File: src/design/bba_pkg.sv
// Shared constants, types and helpers of the bitmap block allocator.
package bba_pkg;

  // MAP_WORD_BITS must be a power of two.
  localparam int BLOCK_COUNT      = 32768;
  localparam int BLOCK_BYTES_LOG2 = 12;
  localparam int MAP_WORD_BITS    = 32;

  localparam int MAP_WORDS = (BLOCK_COUNT + MAP_WORD_BITS - 1) / MAP_WORD_BITS;
  localparam int WADDR_W   = (MAP_WORDS > 1) ? $clog2(MAP_WORDS) : 1;
  localparam int BIT_W     = $clog2(MAP_WORD_BITS);

  localparam int OP_W   = 2;
  localparam int IDX_W  = 15;
  localparam int ADDR_W = 27;
  localparam int BLK_W  = (($clog2(BLOCK_COUNT) > IDX_W) ? $clog2(BLOCK_COUNT) : IDX_W) + 1;
  localparam int WIDE_W = BLK_W + BLOCK_BYTES_LOG2 + ADDR_W;

  localparam int IN_TDATA_W  = ((OP_W + IDX_W + 7) / 8) * 8;
  localparam int OUT_BITS    = 1 + IDX_W + ADDR_W + 1;
  localparam int OUT_TDATA_W = ((OUT_BITS + 7) / 8) * 8;

  typedef logic [MAP_WORD_BITS-1:0] map_word_t;

  typedef enum logic [OP_W-1:0] {
    OP_ALLOC = 2'd0,
    OP_MARK  = 2'd1,
    OP_FREE  = 2'd2,
    OP_TEST  = 2'd3
  } op_t;

  typedef struct packed {
    logic             found;
    logic [BIT_W-1:0] pos;
  } ffz_t;

  function automatic logic [ADDR_W-1:0] blk_addr(input logic [BLK_W-1:0] b);
    logic [WIDE_W-1:0] wide;
    wide = WIDE_W'(b) << BLOCK_BYTES_LOG2;
    return wide[ADDR_W-1:0];
  endfunction

endpackage

File: src/design/bba_ffz.sv
// Finds the lowest clear bit of one usage map word.
module bba_ffz import bba_pkg::*; (
  input  map_word_t word,
  output ffz_t      res
);

  always_comb begin
    res.found = ~&word;
    res.pos   = '0;
    for (int i = MAP_WORD_BITS - 1; i >= 0; i--) begin
      if (!word[i]) begin
        res.pos = BIT_W'(i);
      end
    end
  end

endmodule

File: config.mk
export PLATFORM = sky130hd
export DESIGN_NAME = bba_ffz
export DESIGN_NICKNAME = d
export VERILOG_FILES = /design/src/design/bba_pkg.sv /design/src/design/bba_ffz.sv
export SDC_FILE = /design/constraint.sdc
export NUM_CORES = 1
export LEC_CHECK = 0
export BUFFER_PORTS_ARGS = -buffer_cell sky130_fd_sc_hd__buf_2
export CELL_PAD_IN_SITES_DETAIL_PLACEMENT = 0
export CELL_PAD_IN_SITES_GLOBAL_PLACEMENT = 1
export CORE_MARGIN = 5
export CORE_UTILIZATION = 25
export DETAILED_ROUTE_END_ITERATION = 7
export PLACE_DENSITY = 0.95
export SLEW_MARGIN = 20
export SYNTH_ARGS = -nofsm -noshare
export SYNTH_HDL_FRONTEND = slang
export SYNTH_SLANG_ARGS = --single-unit
File: constraint.sdc
create_clock -name vclk -period 3.5
set_clock_uncertainty 0.05 [all_clocks]
set_input_delay 0.7 -clock vclk [all_inputs]
set_output_delay 0.7 -clock vclk [all_outputs]
set_load 0.02 [all_outputs]
==> impl_metrics.py <==
metrics = {
    "finish": {
        "layout.area.seq_um2": 0,
        "n_clock_buffer": 0,
        "drive_gt1_frac": 0.423,
        "number_of_antenna_cells_inserted": 0,
        "num-fill-cells": 180,
        "layout.nets": 138,
        "nFlopsAndLatches": 0,
        "syn_to_final_growth_pct": 53.5,
    },
    "outcome": {
        "status": "completed",
    },
    "sta": {
        "timing.final.max_slew_violations": 0,
        "hold_vio_cnt_final": 0,
        "transition_time_at_the_pin_with_the_least_slew_margin_ns": 0.283,
        "timing.max_slew.rel_slack": 0.810,
        "setup_violations": 0,
        "tmin_final_ns": 2.53,
        "tns_ns": 0,
        "setup_repair_after_global_routing_missed_its_margin": "no",
        "period_utilization_post_route": 0.724,
        "max_freq_mhz": 395,
    },
    "clock_network": {
        "cts_resized": 0,
        "post-cts-setup-buffer-count": 0,
        "hold_buf_cts": 0,
    },
    "route": {
        "vias": 652,
        "first_pass_iters": 4,
        "avgViaCountPerCell": 5.43,
        "antenna_violating_nets_post_route": 0,
        "wl_mm": 1.41,
        "drt_first_iter_violations": 12,
        "drt_drc_violations_left": 0,
        "wire_per_inst_um": 11.7,
    },
    "placement": {
        "detailedPlacementHpwl_mm": 1.27,
        "port_buffers": 38,
        "routabilityCongestion": 0.835,
    },
    "worst_setup_path": {
        "timing.setup.critical_path_class": "in -> out",
        "arrival_time_at_the_worst_endpoint_ns": 1.78,
        "critical_path.endpoint_type": "output port",
        "critical_path.max_fanout": 4,
        "worst-endpoint-required_ns": 2.75,
        "startpoint_type": "input port",
    },
    "floorplan": {
        "floorplan.core_area_mm2": 0.00151,
        "i_o_pin_count": 38,
        "die_area_mm2": 0.00246,
        "fp.dieW_um": 49.6,
        "chipHeight_um": 49.6,
        "floorplan.initialDensity": 0.261,
        "rows": 14,
    },
    "yosys": {
        "synth_warnings": 0,
        "synth.avg_cell_area_um2": 5.95,
        "synth.top_cells.by_area": "sky130_fd_sc_hd__nand4_1, sky130_fd_sc_hd__nand2_1, sky130_fd_sc_hd__nand3_1",
        "mappedNetlistNets": 98,
        "yosysSeqAreaShare": 0,
        "post-synth-top-area-fraction": 0.143,
        "post_synth_num_cell_types": 22,
        "syn_inst": 66,
        "netlist.top_cell.by_area": "sky130_fd_sc_hd__nand4_1",
        "synthesis.area_um2": 393,
    },
    "power_and_ir_drop": {
        "p_per_area_mw_per_mm2": 86.5,
        "design_power_total_uw": 52.1,
        "cellLeakagePower_uw": 0.000291,
        "ir_worst_vdd_v": 0.0000341,
    },
    "min_path": {
        "worstHoldPathType": "in -> out",
    },
    "global_route": {
        "overall_overflow_remaining_after_global_route": 0,
        "grt_pass1_wl_mm": 2.25,
        "grt_pass1_vias": 567,
        "grt_util_all_layers": 0.105,
        "antenna_found_initial": 0,
        "grt_start_max_net_pins": 6,
    },
    "flow_run": {
        "cap_violations": 0,
    },
}
==> worst paths after layout <==
check,start,end,slack [ns],cells after the start
worst max-delay path,word[11],res[0],0.97,7
worst min-delay path,word[0],res[0],1.73,3
==> cells in the mapped netlist <==
master                      number
sky130_fd_sc_hd__nand2_1        11
sky130_fd_sc_hd__nand4_1         9
sky130_fd_sc_hd__inv_1           6
sky130_fd_sc_hd__nand3_1         6
sky130_fd_sc_hd__a21oi_1         5
sky130_fd_sc_hd__a31oi_1         4
sky130_fd_sc_hd__nor2_1          4
sky130_fd_sc_hd__o21ai_0         4
sky130_fd_sc_hd__nand3b_1        2
sky130_fd_sc_hd__o2111ai_1       2
sky130_fd_sc_hd__or3_4           2
sky130_fd_sc_hd__a2111oi_2       1
sky130_fd_sc_hd__a211oi_1        1
sky130_fd_sc_hd__a21o_1          1
sky130_fd_sc_hd__and4_1          1
sky130_fd_sc_hd__nand2b_1        1
sky130_fd_sc_hd__nor3_1          1
sky130_fd_sc_hd__nor3_4          1
sky130_fd_sc_hd__nor4_2          1
sky130_fd_sc_hd__o21ai_1         1
sky130_fd_sc_hd__o21bai_1        1
sky130_fd_sc_hd__o221a_2         1
==> through the flow <==
step / worst slack (ns) / area, um2 / hold slack (ns) / utilization / cells
finish: 0.966 / 603 / 1.73 / 0.400 / 120
global route: 0.876 / 603 / 1.74 / 0.400 / 120
CTS: 0.958 / 603 / 1.73 / 0.400 / 120
detailed placement: 0.967 / 603 / 1.73 / 0.400 / 120
global placement: 0.974 / 603 / 1.73 / 0.400 / 120
floorplan: 1.09 / 393 / 1.50 / - / 66
==> cell usage in the layout, fill, tap and decap left out <==
| master | Yosys | final |
|---|---|---|
| sky130_fd_sc_hd__a31oi_1 | 4 | 4 |
| sky130_fd_sc_hd__nor2_1 | 4 | 4 |
| sky130_fd_sc_hd__nor3_4 | 1 | 1 |
| sky130_fd_sc_hd__nand2b_1 | 1 | 1 |
| sky130_fd_sc_hd__o21bai_1 | 1 | 1 |
| sky130_fd_sc_hd__o21ai_0 | 4 | 4 |
| sky130_fd_sc_hd__a21oi_1 | 5 | 5 |
| sky130_fd_sc_hd__nor4_2 | 1 | 1 |
| sky130_fd_sc_hd__nand3_1 | 6 | 6 |
| sky130_fd_sc_hd__buf_2 | 0 | 38 |
| sky130_fd_sc_hd__inv_1 | 6 | 6 |
| sky130_fd_sc_hd__nor3_1 | 1 | 1 |
| sky130_fd_sc_hd__o21ai_1 | 1 | 1 |
| sky130_fd_sc_hd__o221a_2 | 1 | 1 |
| sky130_fd_sc_hd__a211oi_1 | 1 | 1 |
| sky130_fd_sc_hd__or3_4 | 2 | 2 |
| sky130_fd_sc_hd__a21o_1 | 1 | 1 |
| sky130_fd_sc_hd__nand2_1 | 11 | 11 |
| sky130_fd_sc_hd__and4_1 | 1 | 1 |
| sky130_fd_sc_hd__a2111oi_2 | 1 | 1 |
| sky130_fd_sc_hd__nand4_1 | 9 | 9 |
| sky130_fd_sc_hd__o2111ai_1 | 2 | 2 |
| sky130_fd_sc_hd__nand3b_1 | 2 | 2 |
==> cell families after synthesis <==
family,count (synthesis),synth area share
and+or+nand+nor,39,0.583
buffers and inverters,6,0.0573
AOI/OAI and AO/OA,21,0.360
==> cell type report <==
| class | instances | area (um2) | area share |
|---|---|---|---|
| Timing Repair Buffer | 38 | 190 | 0.315 |
| Multi-Input combinational cell | 60 | 370 | 0.614 |
| Inverter | 6 | 22.5 | 0.0373 |
| Tap cell | 16 | 20.0 | 0.0332 |
==> critical path, stage by stage <==
cell and delay [ns]:
sky130_fd_sc_hd__buf_2 0.12, sky130_fd_sc_hd__inv_1 0.05, sky130_fd_sc_hd__o21ai_1 0.06, sky130_fd_sc_hd__a21o_1 0.20
sky130_fd_sc_hd__a2111oi_2 0.27, sky130_fd_sc_hd__o221a_2 0.23, sky130_fd_sc_hd__buf_2 0.16
==> metal layers <==
layer,track usage,routed length [um]
met5,0,0
met1,0.136,607
met4,0,0
met3,0.0271,176
met2,0.182,624
==> report_power, final <==
part | internal, uW | switching, uW | leakage [uW]
registers | 0 | 0 | 0
logic | 22.9 | 29.2 | 0.000291
clock network | 0 | 0 | 0
total | 22.9 | 29.2 | 0.000291
Note: power is estimated with default switching activity, not from simulation.
